**config.mk**
```make
export PLATFORM = sky130hd
export DESIGN_NAME = banked_memory_mapper_top_flat
export DESIGN_NICKNAME = d
export VERILOG_FILES = /design/src/hdl/bmm_pkg.sv /design/src/hdl/bmm_in_if.sv /design/src/hdl/bmm_out_if.sv /design/src/hdl/bmm_cfg_if.sv /design/src/hdl/bmm_map_ram.sv /design/src/hdl/bmm_decode.sv /design/src/hdl/banked_memory_mapper_top.sv /design/src/flat_wrapper.sv
export SDC_FILE = /design/constraint.sdc
export NUM_CORES = 1
export LEC_CHECK = 0
export ABC_AREA = 1
export CAP_MARGIN = 20
export CORE_MARGIN = 2
export CORE_UTILIZATION = 46
export DETAILED_ROUTE_END_ITERATION = 6
export DONT_BUFFER_PORTS = 1
export GPL_TIMING_DRIVEN = 0
export PLACE_DENSITY = 0.58
export SETUP_SLACK_MARGIN = 0.5
export SYNTH_ARGS = -nofsm -noshare
export SYNTH_HDL_FRONTEND = slang
export SYNTH_SLANG_ARGS = --single-unit
```
**constraint.sdc**
```tcl
create_clock -name clk -period 3.2 [get_ports clk]
set_input_delay 0.16 -clock clk [delete_from_list [all_inputs] [get_ports clk]]
set_output_delay 0.16 -clock clk [all_outputs]
set_load 0.005 [all_outputs]
```
**src/hdl/bmm_pkg.sv**
```systemverilog
`default_nettype none
package bmm_pkg;

  localparam int SEGMENTS          = 4;
  localparam int PAGES_PER_SEGMENT = 16;
  localparam int MAP_DEPTH         = SEGMENTS * PAGES_PER_SEGMENT;
  localparam int MAP_IDX_W         = $clog2(MAP_DEPTH);
  localparam int ENTRY_W           = 6;

  localparam logic [15:0] RESIDENT_BASE = 16'hfc00;
  localparam logic [15:0] WIN_LO        = 16'h7c00;
  localparam logic [15:0] WIN_HI        = 16'h7fff;
  localparam logic [15:0] ADDR_BOOT     = 16'hfd0b;
  localparam logic [15:0] ADDR_INITROM  = 16'hfd10;
  localparam logic [15:0] ADDR_MAP_BASE = 16'hfd80;
  localparam logic [15:0] ADDR_SEG      = 16'hfd90;
  localparam logic [15:0] ADDR_WOFF     = 16'hfd92;
  localparam logic [15:0] ADDR_MODE     = 16'hfd93;

  localparam logic [7:0] BYTE_ONES    = 8'hff;
  localparam logic [7:0] STATUS_BASIC = 8'hfe;

  localparam logic CFG_PRESENT = 1'b0;
  localparam logic CFG_BASIC   = 1'b1;

  typedef enum logic [2:0] {
    RGN_UNHANDLED = 3'd0,
    RGN_EXT_RAM   = 3'd1,
    RGN_SUBSYS    = 3'd2,
    RGN_RESERVED  = 3'd3,
    RGN_MAIN      = 3'd4,
    RGN_CTRL      = 3'd5
  } region_t;

  typedef struct packed {
    logic                 en;
    logic                 we;
    logic [MAP_IDX_W-1:0] idx;
    logic [ENTRY_W-1:0]   wdata;
  } ram_req_t;

  typedef struct packed {
    region_t     region;
    logic [15:0] target;
    logic [7:0]  rd;
    logic        wr;
    logic        xlate;
    logic        map_read;
    logic        initrom;
    logic        bootram;
  } stage_t;

endpackage
`default_nettype wire

```
**src/hdl/bmm_in_if.sv**
```systemverilog
`default_nettype none
interface bmm_in_if;
  logic        valid;
  logic        ready;
  logic        cmd;
  logic [15:0] bus_addr;
  logic [7:0]  write_data;

  modport source (output valid, output cmd, output bus_addr, output write_data, input ready);
  modport sink (input valid, input cmd, input bus_addr, input write_data, output ready);
endinterface
`default_nettype wire

```
**src/hdl/bmm_out_if.sv**
```systemverilog
`default_nettype none
interface bmm_out_if;
  logic        valid;
  logic        ready;
  logic [2:0]  region;
  logic [15:0] target_addr;
  logic [7:0]  read_data;
  logic        initrom_enable;
  logic        bootram_writable;

  modport source (output valid, output region, output target_addr, output read_data,
                  output initrom_enable, output bootram_writable, input ready);
  modport sink (input valid, input region, input target_addr, input read_data,
                input initrom_enable, input bootram_writable, output ready);
endinterface
`default_nettype wire

```
**src/hdl/bmm_cfg_if.sv**
```systemverilog
`default_nettype none
interface bmm_cfg_if;
  logic valid;
  logic ready;
  logic addr;
  logic data;

  modport source (output valid, output addr, output data, input ready);
  modport sink (input valid, input addr, input data, output ready);
endinterface
`default_nettype wire

```
**src/hdl/bmm_map_ram.sv**
```systemverilog
`default_nettype none
module bmm_map_ram (
  input  wire logic                                clk,
  input  wire logic                                rst_n,
  input  wire bmm_pkg::ram_req_t                   req,
  output logic       [bmm_pkg::ENTRY_W-1:0]        entry
);

  logic [bmm_pkg::ENTRY_W-1:0] mem [bmm_pkg::MAP_DEPTH];
  logic [bmm_pkg::MAP_DEPTH-1:0] valid_r;
  logic [bmm_pkg::ENTRY_W-1:0] rdata_r;
  logic                        rvalid_r;

  always_ff @(posedge clk) begin
    if (req.en && req.we) begin
      mem[req.idx] <= req.wdata;
    end
    if (req.en && !req.we) begin
      rdata_r <= mem[req.idx];
    end
  end

  always_ff @(posedge clk) begin
    if (!rst_n) begin
      valid_r  <= '0;
      rvalid_r <= 1'b0;
    end else begin
      if (req.en && req.we) begin
        valid_r[req.idx] <= 1'b1;
      end
      if (req.en && !req.we) begin
        rvalid_r <= valid_r[req.idx];
      end
    end
  end

  assign entry = rvalid_r ? rdata_r : '0;

endmodule
`default_nettype wire

```
**src/hdl/bmm_decode.sv**
```systemverilog
`default_nettype none
module bmm_decode (
  input  wire logic               clk,
  input  wire logic               rst_n,
  input  wire logic               cfg_we,
  input  wire logic               cfg_addr,
  input  wire logic               cfg_data,
  input  wire logic               acc,
  input  wire logic               cmd,
  input  wire logic [15:0]        bus_addr,
  input  wire logic [7:0]         write_data,
  output bmm_pkg::ram_req_t       ram_req,
  output bmm_pkg::stage_t         stage
);

  logic       present_r;
  logic       basic_r;
  logic [1:0] seg_r, seg_nxt;
  logic [7:0] woff_r, woff_nxt;
  logic       map_en_r, map_en_nxt;
  logic       win_en_r, win_en_nxt;
  logic       boot_rw_r, boot_rw_nxt;
  logic       init_rom_r, init_rom_nxt;
  logic [1:0] seg_eff;
  logic [3:0] page;
  logic [5:0] idx_full;
  logic       ram_en;
  logic       ram_we;

  always_comb begin
    seg_eff = (32'(seg_r) < bmm_pkg::SEGMENTS) ? seg_r : 2'd0;
  end

  always_comb begin
    seg_nxt      = seg_r;
    woff_nxt     = woff_r;
    map_en_nxt   = map_en_r;
    win_en_nxt   = win_en_r;
    boot_rw_nxt  = boot_rw_r;
    init_rom_nxt = init_rom_r;
    page         = bus_addr[15:12];
    ram_en       = 1'b0;
    ram_we       = 1'b0;
    stage.region   = bmm_pkg::RGN_UNHANDLED;
    stage.target   = bus_addr;
    stage.rd       = 8'h00;
    stage.wr       = cmd;
    stage.xlate    = 1'b0;
    stage.map_read = 1'b0;
    if (present_r) begin
      if (bus_addr >= bmm_pkg::RESIDENT_BASE) begin
        unique case (bus_addr)
          bmm_pkg::ADDR_BOOT: begin
            stage.region = bmm_pkg::RGN_CTRL;
            if (!cmd) stage.rd = basic_r ? bmm_pkg::STATUS_BASIC : bmm_pkg::BYTE_ONES;
          end
          bmm_pkg::ADDR_INITROM: begin
            stage.region = bmm_pkg::RGN_CTRL;
            if (cmd) init_rom_nxt = ~write_data[1];
            else stage.rd = bmm_pkg::BYTE_ONES;
          end
          bmm_pkg::ADDR_SEG: begin
            stage.region = bmm_pkg::RGN_CTRL;
            if (cmd) seg_nxt = write_data[1:0];
            else stage.rd = bmm_pkg::BYTE_ONES;
          end
          bmm_pkg::ADDR_WOFF: begin
            stage.region = bmm_pkg::RGN_CTRL;
            if (cmd) woff_nxt = write_data;
            else stage.rd = bmm_pkg::BYTE_ONES;
          end
          bmm_pkg::ADDR_MODE: begin
            stage.region = bmm_pkg::RGN_CTRL;
            if (cmd) begin
              map_en_nxt  = write_data[7];
              win_en_nxt  = write_data[6];
              boot_rw_nxt = write_data[0];
            end else begin
              stage.rd = {map_en_r, win_en_r, 5'h1f, boot_rw_r};
            end
          end
          default: begin
            if (bus_addr[15:4] == bmm_pkg::ADDR_MAP_BASE[15:4]) begin
              stage.region   = bmm_pkg::RGN_CTRL;
              page           = bus_addr[3:0];
              ram_en         = 1'b1;
              ram_we         = cmd;
              stage.map_read = !cmd;
            end
          end
        endcase
      end else if (win_en_r && bus_addr >= bmm_pkg::WIN_LO && bus_addr <= bmm_pkg::WIN_HI) begin
        stage.region = bmm_pkg::RGN_EXT_RAM;
        stage.target = {woff_r, 8'h00} + bus_addr;
      end else if (!map_en_r) begin
        stage.region = bmm_pkg::RGN_MAIN;
      end else begin
        ram_en      = 1'b1;
        stage.xlate = 1'b1;
      end
    end
    stage.initrom = init_rom_nxt;
    stage.bootram = boot_rw_nxt;
  end

  assign idx_full      = {seg_eff, page};
  assign ram_req.en    = acc && ram_en;
  assign ram_req.we    = ram_we;
  assign ram_req.idx   = idx_full[bmm_pkg::MAP_IDX_W-1:0];
  assign ram_req.wdata = write_data[bmm_pkg::ENTRY_W-1:0];

  always_ff @(posedge clk) begin
    if (!rst_n) begin
      present_r  <= 1'b1;
      basic_r    <= 1'b1;
      seg_r      <= 2'd0;
      woff_r     <= 8'h00;
      map_en_r   <= 1'b0;
      win_en_r   <= 1'b0;
      boot_rw_r  <= 1'b0;
      init_rom_r <= 1'b1;
    end else begin
      if (cfg_we) begin
        unique case (cfg_addr)
          bmm_pkg::CFG_PRESENT: present_r <= cfg_data;
          bmm_pkg::CFG_BASIC:   basic_r   <= cfg_data;
          default: ;
        endcase
      end
      if (acc) begin
        seg_r      <= seg_nxt;
        woff_r     <= woff_nxt;
        map_en_r   <= map_en_nxt;
        win_en_r   <= win_en_nxt;
        boot_rw_r  <= boot_rw_nxt;
        init_rom_r <= init_rom_nxt;
      end
    end
  end

endmodule
`default_nettype wire

```
**src/hdl/banked_memory_mapper_top.sv**
```systemverilog
`default_nettype none
// Banked memory mapper. Each bus access item is decoded in the cycle it is
// accepted: control registers update at once and the 64-entry page map RAM
// is read or written through its single port. The next cycle the registered
// map entry resolves region and target, and the result moves to the output
// register once that register is empty or being drained. One item is accepted
// every cycle while the output drains, so throughput is one item per clock,
// set by the one access per cycle of the map RAM port.
module banked_memory_mapper_top (
  input wire logic  clk,
  input wire logic  rst_n,
  bmm_in_if.sink    in_bus,
  bmm_out_if.source out_res,
  bmm_cfg_if.sink   cfg_bus
);

  bmm_pkg::ram_req_t ram_req;
  bmm_pkg::stage_t   stage;
  bmm_pkg::stage_t   s1_r;
  logic              s1_v_r;
  logic              out_v_r;
  logic [bmm_pkg::ENTRY_W-1:0] entry;
  logic              acc;
  logic              adv1;
  logic              in_ready;
  bmm_pkg::region_t  res_region;
  logic [15:0]       res_target;
  logic [7:0]        res_rd;
  bmm_pkg::region_t  out_region_r;
  logic [15:0]       out_target_r;
  logic [7:0]        out_rd_r;
  logic              out_initrom_r;
  logic              out_bootram_r;

  assign adv1     = s1_v_r && (!out_v_r || out_res.ready);
  assign in_ready = !s1_v_r || adv1;
  assign acc      = in_bus.valid && in_ready;
  assign in_bus.ready  = in_ready;
  assign cfg_bus.ready = 1'b1;

  bmm_decode u_decode (
    .clk        (clk),
    .rst_n      (rst_n),
    .cfg_we     (cfg_bus.valid),
    .cfg_addr   (cfg_bus.addr),
    .cfg_data   (cfg_bus.data),
    .acc        (acc),
    .cmd        (in_bus.cmd),
    .bus_addr   (in_bus.bus_addr),
    .write_data (in_bus.write_data),
    .ram_req    (ram_req),
    .stage      (stage)
  );

  bmm_map_ram u_map_ram (
    .clk   (clk),
    .rst_n (rst_n),
    .req   (ram_req),
    .entry (entry)
  );

  always_comb begin
    res_region = s1_r.region;
    res_target = s1_r.target;
    res_rd     = s1_r.rd;
    if (s1_r.xlate) begin
      case (entry[5:4])
        2'd0:    res_region = bmm_pkg::RGN_EXT_RAM;
        2'd1:    res_region = bmm_pkg::RGN_SUBSYS;
        2'd2:    res_region = bmm_pkg::RGN_RESERVED;
        default: res_region = bmm_pkg::RGN_MAIN;
      endcase
      res_target = {entry[3:0], s1_r.target[11:0]};
      res_rd     = (res_region == bmm_pkg::RGN_RESERVED && !s1_r.wr) ?
                   bmm_pkg::BYTE_ONES : 8'h00;
    end else if (s1_r.map_read) begin
      res_rd = {2'b00, entry};
    end
  end

  always_ff @(posedge clk) begin
    if (!rst_n) begin
      s1_v_r  <= 1'b0;
      out_v_r <= 1'b0;
    end else begin
      if (in_ready) s1_v_r <= in_bus.valid;
      if (adv1) out_v_r <= 1'b1;
      else if (out_res.ready) out_v_r <= 1'b0;
    end
  end

  always_ff @(posedge clk) begin
    if (acc) s1_r <= stage;
    if (adv1) begin
      out_region_r  <= res_region;
      out_target_r  <= res_target;
      out_rd_r      <= res_rd;
      out_initrom_r <= s1_r.initrom;
      out_bootram_r <= s1_r.bootram;
    end
  end

  assign out_res.valid            = out_v_r;
  assign out_res.region           = out_region_r;
  assign out_res.target_addr      = out_target_r;
  assign out_res.read_data        = out_rd_r;
  assign out_res.initrom_enable   = out_initrom_r;
  assign out_res.bootram_writable = out_bootram_r;

endmodule
`default_nettype wire

```
**src/flat_wrapper.sv**
```systemverilog
// flat-port wrapper written by rule: the top's interface ports become plain ports
module banked_memory_mapper_top_flat 
  (clk, rst_n, in_bus_valid, in_bus_cmd, in_bus_bus_addr, in_bus_write_data, in_bus_ready, out_res_valid, out_res_region, out_res_target_addr, out_res_read_data, out_res_initrom_enable, out_res_bootram_writable, out_res_ready, cfg_bus_valid, cfg_bus_addr, cfg_bus_data, cfg_bus_ready);
  bmm_in_if in_bus_i ();
  bmm_out_if out_res_i ();
  bmm_cfg_if cfg_bus_i ();
  input wire logic clk;
  input wire logic rst_n;
  input wire logic [$bits(in_bus_i.valid)-1:0] in_bus_valid;
  input wire logic [$bits(in_bus_i.cmd)-1:0] in_bus_cmd;
  input wire logic [$bits(in_bus_i.bus_addr)-1:0] in_bus_bus_addr;
  input wire logic [$bits(in_bus_i.write_data)-1:0] in_bus_write_data;
  output wire logic [$bits(in_bus_i.ready)-1:0] in_bus_ready;
  output wire logic [$bits(out_res_i.valid)-1:0] out_res_valid;
  output wire logic [$bits(out_res_i.region)-1:0] out_res_region;
  output wire logic [$bits(out_res_i.target_addr)-1:0] out_res_target_addr;
  output wire logic [$bits(out_res_i.read_data)-1:0] out_res_read_data;
  output wire logic [$bits(out_res_i.initrom_enable)-1:0] out_res_initrom_enable;
  output wire logic [$bits(out_res_i.bootram_writable)-1:0] out_res_bootram_writable;
  input wire logic [$bits(out_res_i.ready)-1:0] out_res_ready;
  input wire logic [$bits(cfg_bus_i.valid)-1:0] cfg_bus_valid;
  input wire logic [$bits(cfg_bus_i.addr)-1:0] cfg_bus_addr;
  input wire logic [$bits(cfg_bus_i.data)-1:0] cfg_bus_data;
  output wire logic [$bits(cfg_bus_i.ready)-1:0] cfg_bus_ready;
  assign in_bus_i.valid = in_bus_valid;
  assign in_bus_i.cmd = in_bus_cmd;
  assign in_bus_i.bus_addr = in_bus_bus_addr;
  assign in_bus_i.write_data = in_bus_write_data;
  assign in_bus_ready = in_bus_i.ready;
  assign out_res_valid = out_res_i.valid;
  assign out_res_region = out_res_i.region;
  assign out_res_target_addr = out_res_i.target_addr;
  assign out_res_read_data = out_res_i.read_data;
  assign out_res_initrom_enable = out_res_i.initrom_enable;
  assign out_res_bootram_writable = out_res_i.bootram_writable;
  assign out_res_i.ready = out_res_ready;
  assign cfg_bus_i.valid = cfg_bus_valid;
  assign cfg_bus_i.addr = cfg_bus_addr;
  assign cfg_bus_i.data = cfg_bus_data;
  assign cfg_bus_ready = cfg_bus_i.ready;
  banked_memory_mapper_top u_core (.clk(clk), .rst_n(rst_n), .in_bus(in_bus_i), .out_res(out_res_i), .cfg_bus(cfg_bus_i));
endmodule
```
# Word-level counts from Yosys, hierarchy flattened
# Memory sizes are Yosys's and may differ from the RTL's. A register that Yosys moved wholly into a read port is not among the register bits.
# Cells that the tools add are included.
[classes]
bitwise = 6
n_addsub = 1
reduce_logical = 28
n_eq_ne = 9
n_lt_le_gt_ge = 5
mux = 52
[ops]
columns = ["cell", "count"]
rows = [
  ["== test 16 bit (second input constant)", 5],
  ["OR 64 bit", 1],
  ["2-to-1 mux 8 bit", 7],
  ["2-to-1 mux 16 bit", 3],
  ["2-to-1 mux 1 bit", 25],
  ["2-to-1 mux 24 bit", 1],
  ["one-hot mux 8 bit (3 select lines)", 1],
  ["2-to-1 mux 3 bit", 7],
  ["adder 16 bit", 1],
  ["greater-or-equal comparator 16 x 15 -> 1 bit (second input constant)", 1],
  ["greater-or-equal comparator 16 bit (second input constant)", 1],
  ["<= comparator 16 x 15 -> 1 bit (second input constant)", 1],
  ["2-to-1 mux 4 bit", 4],
  ["AND reduction 5 bit", 3],
  ["== test 12 bit (second input constant)", 1],
  ["logical AND 1 bit", 9],
  ["one-hot mux 3 bit (3 select lines)", 1],
  ["OR reduction 8 bit", 1],
  ["less-than comparator 6 x 7 -> 1 bit (second input constant)", 1],
  ["binary-select mux 1 bit (select 6 bit)", 1],
  ["demux 1 bit (select 6 bit)", 1],
  ["greater-or-equal comparator 6 x 1 -> 1 bit (second input constant)", 1],
  ["2-to-1 mux 6 bit", 1],
  ["AND reduction 2 bit", 3],
  ["other kinds (11)", 20],
]
[word_totals]
word_cells = 127
ram_bits = 384
input_bits = 32
ff_bits = 144
output_inout_bits = 32
memories = 1
[memory_table]
columns = ["name", "depth", "word_bits", "rd", "rd_clocked_by_memory_dff", "write_ports", "line", "source"]
rows = [
  ["u_core.u_map_ram.mem", 64, 6, 1, 1, 1, "bmm_map_ram.sv:9", "logic [bmm_pkg::ENTRY_W-1:0] mem [bmm_pkg::MAP_DEPTH];"],
]

# Longest topological paths before layout
# Gate-level depths: netlist of run 1.
[depth]
depth_word = 10
depth_mapped = 19
depth_no_buf = 18

# By module
# A second synthesis of run 1 with hierarchy kept.
[hier_totals]
cells_unflattened = 2253
hier_area_um2 = 22594.2
[by_module_without_submodules]
columns = ["mod", "instances", "seq_area_each_um2", "area_per_inst_um2", "cells_per_inst"]
rows = [
  ["bmm_map_ram", 1, 13012.5, 18690.4, 1841],
  ["banked_memory_mapper_top", 1, 1871.8, 2214.6, 139],
  ["bmm_decode", 1, 320.3, 1689.1, 273],
]

# Worst setup path after synthesis of run 1
# OpenSTA, ideal clock, no wires.
[synth_path]
path_type = "reg-to-reg"
from = "register u_core.out_v_r (netlist: u_core.out_res.valid)"
to = "register u_core.out_bootram_r (netlist: u_core.out_res.bootram_writable), enable pin"
setup_ps = 425
t_required_ps = 2775
stages_incl_launch_ff = 2
synth_period_minus_slack_ps = 2226
arrival_time_ps = 1801
path_buffers = 0
setup_slack_ps = 974
cell_sequence = "dfxtp_1 > a21oi_1"
[synth_via]
elab_chain_cells = 3
[synth_rtl]
columns = ["element", "line", "source"]
rows = [
  ["start: declaration", "banked_memory_mapper_top.sv:21", "logic out_v_r;"],
  ["start signal: assignment", "banked_memory_mapper_top.sv:84", "out_v_r <= 1'b0;"],
  ["start signal: assignment", "banked_memory_mapper_top.sv:87", "if (adv1) out_v_r <= 1'b1;"],
  ["start signal: assignment", "banked_memory_mapper_top.sv:88", "else if (out_res.ready) out_v_r <= 1'b0;"],
  ["zero test 1 bit", "banked_memory_mapper_top.sv:35", "assign adv1 = s1_v_r && (!out_v_r || out_res.ready);"],
  ["logical OR 1 bit", "banked_memory_mapper_top.sv:35", ""],
  ["logical AND 1 bit", "banked_memory_mapper_top.sv:35", ""],
  ["net u_core.adv1", "banked_memory_mapper_top.sv:24", "logic adv1;"],
  ["end signal: assignment", "banked_memory_mapper_top.sv:99", "out_bootram_r <= s1_r.bootram;"],
  ["end: declaration", "banked_memory_mapper_top.sv:33", "logic out_bootram_r;"],
]
# The timed path passes the listed nets, and every way through them passes these cells.
# A chain may end at the register's enable or synchronous reset.

# Worst setup path in the final report of run 1
[layout_path]
from = "register u_core.u_decode.present_r"
to = "memory u_core.u_map_ram.mem[32][0] (netlist name), enable pin"
[layout_via]
elab_chain_cells = 5
elab_cells_between_ends = 7
[layout_rtl]
columns = ["element", "line", "source"]
rows = [
  ["start: declaration", "bmm_decode.sv:16", "logic present_r;"],
  ["start signal: assignment", "bmm_decode.sv:125", "bmm_pkg::CFG_PRESENT: present_r <= cfg_data;"],
  ["2-to-1 mux 1 bit", "bmm_decode.sv:50", "if (present_r) begin"],
  ["logical AND 1 bit", "bmm_decode.sv:107", "assign ram_req.en = acc && ram_en;"],
  ["logical AND 1 bit", "bmm_map_ram.sv:15", "if (req.en && req.we) begin"],
  ["2-to-1 mux 1 bit", "bmm_map_ram.sv:15", ""],
  ["2-to-1 mux 1 bit (implied by the code)", "bmm_map_ram.sv:16", "mem[req.idx] <= req.wdata;"],
  ["end: declaration", "bmm_map_ram.sv:9", ""],
]
# Several ways; a longest one is shown, not always the timed one.

==> results of run 1 <==
[worst max-delay path, delay by kind of cell (launching register included)]
family,cells,cell delay [ns]
simple gates,6,1.29
flops,1,0.40
buf+inv,3,0.63
[routing by layer]
metal / vias to the layer above / track usage
met5: - / 0
met4: 0 / 0.0983
met3: 141 / 0.0560
met2: 795 / 0.421
met1: 7747 / 0.378
li1: 7400 / -
[worst max path at each step]
stage,from,end,cells past startpoint
2_1_floorplan,u_core.out_res.valid,u_core.out_res.bootram_writable,1
3_3_place_gp,in_bus_bus_addr[9],u_core.u_map_ram.rdata_r[3],14
3_5_place_dp,in_bus_bus_addr[9],u_core.u_map_ram.rdata_r[3],14
4_1_cts,u_core.u_decode.present_r,u_core.u_map_ram.mem[24][4],9
5_1_grt,u_core.out_res.valid,u_core.u_map_ram.mem[57][0],9
6_report,u_core.u_decode.present_r,u_core.u_map_ram.mem[32][0],9
[repair_timing]
item	4_1_cts	5_1_grt
setup endpoints to repair	428	309
gates cloned	0	2
endpoints found under the hold margin	435	0
resized for setup	142	65
pin swaps	2	20
hold buffers	40	0
buffers inserted	3	22
[cell type report]
| cell class | instances | share of cell area |
|---|---|---|
| Timing Repair inverter | 1 | 0.000192 |
| Tap cell | 615 | 0.0294 |
| Sequential cell | 529 | 0.576 |
| Timing Repair Buffer | 66 | 0.0295 |
| Clock inverter | 22 | 0.0102 |
| Clock buffer | 81 | 0.0606 |
| Inverter | 141 | 0.0206 |
| Multi-Input combinational cell | 1391 | 0.251 |
| Buffer | 82 | 0.0223 |
[per-stage QoR]
step / hold slack [ns] / setup slack, ns / util / std cells / cell area (um^2)
finish: 0.0305 / 0.506 / 0.550 / 2928 / 26100
global route: 0.0514 / 0.422 / 0.550 / 2928 / 26100
CTS: 0.00207 / 0.411 / 0.540 / 2904 / 25700
detailed placement: 0.259 / -0.214 / 0.481 / 2758 / 22900
global placement: 0.259 / -0.241 / 0.480 / 2757 / 22800
floorplan: 0.259 / 0.974 / - / 2142 / 22100
[cells by family (layout without fill, tap and decap cells)]
kind of cell | after synthesis | count (layout) | share of synthesized area
buffers and inverters | 223 | 393 | 0.0445
AO/OA/AOI/OAI | 240 | 240 | 0.0576
AND/OR/NAND/NOR | 1136 | 1137 | 0.208
XOR/XNOR | 3 | 3 | 0.00119
other | 1 | 1 | 0.000170
flip-flops | 529 | 529 | 0.682
adder cells (fa/ha/maj) | 10 | 10 | 0.00601
[power by group through the flow]
stage / Clock (mW) / Combinational [mW] / Sequential, mW
final: 6.51 / 0.961 / 7.52
after global routing: 6.87 / 1.02 / 7.52
after CTS: 6.57 / 0.905 / 7.52
after detailed placement: 0 / 0.709 / 7.67
after global placement: 0 / 0.700 / 7.67
after floorplan: 0 / 0.416 / 7.67
[cell usage in the layout, fill, tap and decap left out, drive strengths merged, types with 2 or more instances in the layout]
| cell | n |
|---|---|
| ha | 9 |
| dlygate4sd3 | 34 |
| or2 | 4 |
| nand4 | 17 |
| a22oi | 6 |
| o21bai | 2 |
| clkbuf | 112 |
| inv | 139 |
| clkinvlp | 6 |
| a21oi | 133 |
| nand3 | 73 |
| bufinv | 5 |
| o211ai | 2 |
| xor2 | 2 |
| dfxtp | 83 |
| nor4 | 2 |
| edfxtp | 446 |
| buf | 82 |
| nor2 | 290 |
| nand2 | 736 |
| clkinv | 14 |
| o21ai | 90 |
| nor3 | 12 |
| nand3b | 3 |
[flip-flops by register name (all words and copies together), names as in the netlist]
signal,count
u_core.out_res.bootram_writable,1
u_core.out_res.initrom_enable,1
u_core.out_res.read_data,8
u_core.out_res.region,3
u_core.out_res.target_addr,16
u_core.out_res.valid,1
u_core.s1_r,27
u_core.s1_v_r,1
u_core.u_decode.basic_r,1
u_core.u_decode.boot_rw_r,1
u_core.u_decode.init_rom_r,1
u_core.u_decode.map_en_r,1
u_core.u_decode.present_r,1
u_core.u_decode.seg_eff,2
u_core.u_decode.win_en_r,1
u_core.u_decode.woff_r,8
u_core.u_map_ram.mem,384
u_core.u_map_ram.rdata_r,6
u_core.u_map_ram.rvalid_r,1
u_core.u_map_ram.valid_r,64
==> impl_results.md, run 1 <==
- Sequential fraction of the synthesis area: 0.682
- EDFF count, synth: 446
- Register area: 15100 um^2
- DR WL met2: 30600 um
- Combinational Power Share: 0.064
- FFs w/ async S/R, synth: 0
- Drt first pass iters: 7
- Mapped cell area: 22100 um^2
- Seq cells post-synth: 529
- Worst hold path class: in -> reg
- Slew HR: 0.373
- Fmax: 371 MHz
- Switching part of the total: 0.226
- GR Overflow Total: 0
- Metal3 WL: 6270 um
- Critical path class: reg -> reg
- Slowest cell delay on critical path: 0.45 ns
- Largest net degree at the start of global routing: 67
- Highest Signal Layer: met4
- Root buf cell: clkbuf_16
- Top-area cell type share of the netlist area: 0.607
- Synth Flop Type: edfxtp_1
- Clock transition at the registers of the reported paths: 0.06 ns
- Setup total negative slack: 0 ns
- Row Count: 80
- Total chip power: 15.0 mW
- Final setup vio count: 0
- Gate Count Post-Synth: 2142
- Synth Area per Inst: 10.3 um^2
- Count leader, synth: nand2_1
- Top cells by count, synth: nand2_1 (723), edfxtp_1 (446), nor2_1 (279), a21oi_1 (132), inv_1 (125)
- RSZ-0062 raised after global routing: true
- Final critical-path share of the clock period: 0.842
- Internal: 11.6 mW
- DR vias/cell: 5.49
- Leak: 9.82 nW
- Die height: 223 um
- Area grow syn2layout: 18.4%
- Wire per inst: 23.1 um
- GRT Total Usage: 0.271
- CTS Sinks: 529
- Post-Syn Nets: 2184
- Violated checks: design-rule violations
- Min-delay src: in_bus_bus_addr[11]
- Initial antenna violation count: 0
- Port buffer count: 0
- R2r endpoint: u_core.u_map_ram.mem[32][0]
- DR iter-0 viols: 1869
- Hold depth: 4
- Synth cell types: 49
- Sw power: 3.40 mW
- Vias: 16100
- H-tree Lvls: 2
- FF-to-FF path depth: 9
- Final Skew: 0.0266 ns
- Largest fanout on the critical path: 10
- Synth top area cells: edfxtp_1 (61%), nand2_1 (12%), dfxtp_1 (7.5%)
- Max stage delay cell, worst path: nor2_2
- CP Launch Type: flop
- Die area: 49700 um^2
- Vias in the first global route: 15100
- Clk pwr share: 0.434
- First-pass GRT wire length: 98200 um
- Area leader, netlist: edfxtp_1
- Crit path cell chain: nand3_4 > inv_2 > nand3_2 > nand2_4 > nand2_1 > nor2_2 > buf_4 > inv_2 > nor2_2
- # DRC: 11
- WL met1: 28100 um
- Die Span X: 223 um
- Power density over the cells: 574 nW/um^2
- Layout cells sized above 1: 0.141
- CP endpoint kind: flop
- Placer Congestion: 0.910
- Worst VDD drop: 0.344 mV
- Worst Max-Slew Pin Slew: 0.931 ns
- DRT antenna net count: 0
- Synth warn: 0
- Worst Hold End: u_core.s1_r[24]
- Slew Limit Fails: 0
- Reg2reg start: u_core.u_decode.present_r
- WP data required: 3.46 ns
- TritonCTS clock tree: built
- CP arrival: 2.96 ns
- # nets final: 2309
- CTS Buffer Depth: 3
- Area occupied by multi-input gates: 6550 um^2
- Starting density of the core: 0.464
- N_diodes: 0
- Seq pwr share: 0.502
- Core Area: 47500 um^2
- Final Hold Fails: 0
- # fillers: 4026
- Minimum clock period: 2.69 ns
- Detailed placer's ending HPWL: 42900 um
- Max cap viols: 0
- Post-Route WL: 67500 um
- Io pins: 64
- Flop-to-flop setup slack: 0.51 ns
- Outcome: finished with violations
- Cts bufs inserted: 55
- Clk Latency, worst-skew pair: 0.62 ns
No activity file was read; power rests on OpenSTA's default activity.
==> inputs of run 2 (changes only) <==
==> constraint.sdc (replaced) <==
create_clock -name clk -period 2.8 [get_ports clk]
set_input_delay 0.14 -clock clk [delete_from_list [all_inputs] [get_ports clk]]
set_output_delay 0.14 -clock clk [all_outputs]
set_load 0.005 [all_outputs]
==> impl_results.md, run 2 (synthesized netlist as in run 1, its figures left out) <==
- N_diodes: 0
- CTS Buffer Depth: 3
- WP buf/inv: 3
- Most common cell after layout, fill and taps aside: nand2_1
- Root buf cell: clkbuf_16
- Total chip power: 17.3 mW
- Placed inst area: 22900 um^2
- Worst Max-Slew Pin Slew: 0.968 ns
- Minimum clock period: 2.44 ns
- CTS Sinks: 529
- Row Count: 80
- Most flops, register: u_core.u_map_ram.mem
- Hold slack: 0.0189 ns
- GR Overflow Total: 0
- # fillers: 3802
- Drt first pass iters: 5
- First-pass GRT wire length: 101000 um
- Worst hold path class: in -> reg
- CP endpoint kind: flop
- Die Span X: 223 um
- CP Launch Type: flop
- Area grow syn2layout: 25.5%
- H-tree Lvls: 2
- Critical path class: reg -> reg
- Io pins: 64
- Final critical-path share of the clock period: 0.871
- Max FFs per register: 384
- RSZ-0062 raised after global routing: true
- Slew Limit Fails: 0
- GRT Total Usage: 0.277
- Outcome: completed
- Max stage delay cell, worst path: dfxtp_4
- Layout cells sized above 1: 0.190
- Die height: 223 um
- Placer Congestion: 0.910
- Largest net degree at the start of global routing: 67
- Final Hold Fails: 0
- Power density over the cells: 624 nW/um^2
- Setup total negative slack: 0 ns
- Slowest cell delay on critical path: 0.39 ns
- Wire per inst: 23.2 um
- Final Skew: 0.0276 ns
- Vias in the first global route: 15600
- WP data required: 3.16 ns
- Clock transition at the registers of the reported paths: 0.06 ns
- Port buffer count: 0
- DRT antenna net count: 0
- Post-route cell area: 27700 um^2
- Final setup vio count: 0
- Fmax: 410 MHz
- # nets final: 2373
- DR iter-0 viols: 2033
- Initial antenna violation count: 0
- Worst VDD drop: 0.395 mV
- Clk Latency, worst-skew pair: 0.62 ns
- Post-Route WL: 69500 um
- TritonCTS clock tree: built
- Slew HR: 0.349
- Max cap viols: 0
- Core Area: 47500 um^2
- Leak: 10.4 nW
- Detailed placer's ending HPWL: 42900 um
- Crit path cell chain: nand4_4 > nor2_4 > a21oi_4 > clkbuf_16 > buf_12 > nand2_8 > inv_4 > a21oi_1 > nand4_1 > nand3_1 > nand3_2
- Most frequent cells in the layout: nand2_1 (704), edfxtp_1 (446), nor2_1 (189)
- Largest fanout on the critical path: 8
- Cts bufs inserted: 55
- Area occupied by multi-input gates: 7000 um^2
- Starting density of the core: 0.464
- CP arrival: 2.79 ns
- Vias: 16500
- Top flop regs: u_core.u_map_ram.mem: 384 flops, u_core.u_map_ram.valid_r: 64 flops, u_core.s1_r: 27 flops
- Die area: 49700 um^2
- CP delay by family, top: simple AND/OR/NAND/NOR gates
- Register area: 15100 um^2
- DR vias/cell: 5.51
- # DRC: 0
[run 2: changes by cell type in the layout (fill, tap and decap cells not counted), sizes merged]
cell | before | now
nand2 | 736 | 735
inv | 139 | 137
clkdlybuf4s15 | 1 | 0
clkinvlp | 6 | 8
clkbuf | 112 | 111
dlygate4sd3 | 34 | 37
buf | 82 | 146
[run 2: worst min-delay path, stage by stage]
cell	delay [ns]
inv_1	0.08
fa_1	0.17
o21ai_0	0.08
[run 2: final timing paths]
kind                        startpoint  slack, ns                            end  cells after the start
max          u_core.u_decode.present_r       0.36    u_core.u_map_ram.rdata_r[4]                     11
min                 in_bus_bus_addr[9]       0.02                u_core.s1_r[22]                      3
min reg2reg            u_core.s1_r[13]       0.42  u_core.out_res.target_addr[0]                      0
max reg2reg  u_core.u_decode.present_r       0.36    u_core.u_map_ram.rdata_r[4]                     11
[run 2: routing by layer]
metal / track usage / vias up / routed length, um
met4: 0.120 / 0 / 3290
met2: 0.425 / 866 / 30900
met3: 0.0614 / 182 / 6560
li1: - / 7534 / -
met1: 0.382 / 7907 / 28700
met5: 0 / - / 0
[run 2: area by class of cell]
type / instances / area share
flip-flops and latches: 529 / 0.544
multi-input cells: 1390 / 0.253
repair buffers: 131 / 0.0593
clock buffers: 81 / 0.0572
plain buffers: 82 / 0.0289
well taps: 615 / 0.0278
inverters: 141 / 0.0208
clock inverters: 22 / 0.00962
repair inverters: 1 / 0.000181
[run 2: through the flow]
| step | cells | util | setup WS, ns |
|---|---|---|---|
| final | 2992 | 0.583 | 0.361 |
| after floorplan | 2142 | - | 0.574 |
| after detailed placement | 2758 | 0.481 | -0.594 |
| after CTS | 2959 | 0.566 | 0.382 |
| after global placement | 2757 | 0.480 | -0.621 |
| after global routing | 2992 | 0.583 | 0.338 |
[run 2: power by group]
group / switching, mW / internal (mW) / total [mW]
logic: 0.853 / 0.385 / 1.24
clock network: 3.08 / 4.38 / 7.46
registers: 0.0196 / 8.58 / 8.60
total: 3.95 / 13.3 / 17.3
[run 2: timing repair]
| action | 4_1_cts | 5_1_grt |
|---|---|---|
| gates cloned | 1 | 4 |
| resized for setup | 309 | 114 |
| endpoints found under the setup margin | 463 | 424 |
| setup buffers | 54 | 29 |
| hold buffers | 43 | 0 |
| hold endpoints to repair | 436 | 0 |
| pin swaps | 56 | 69 |
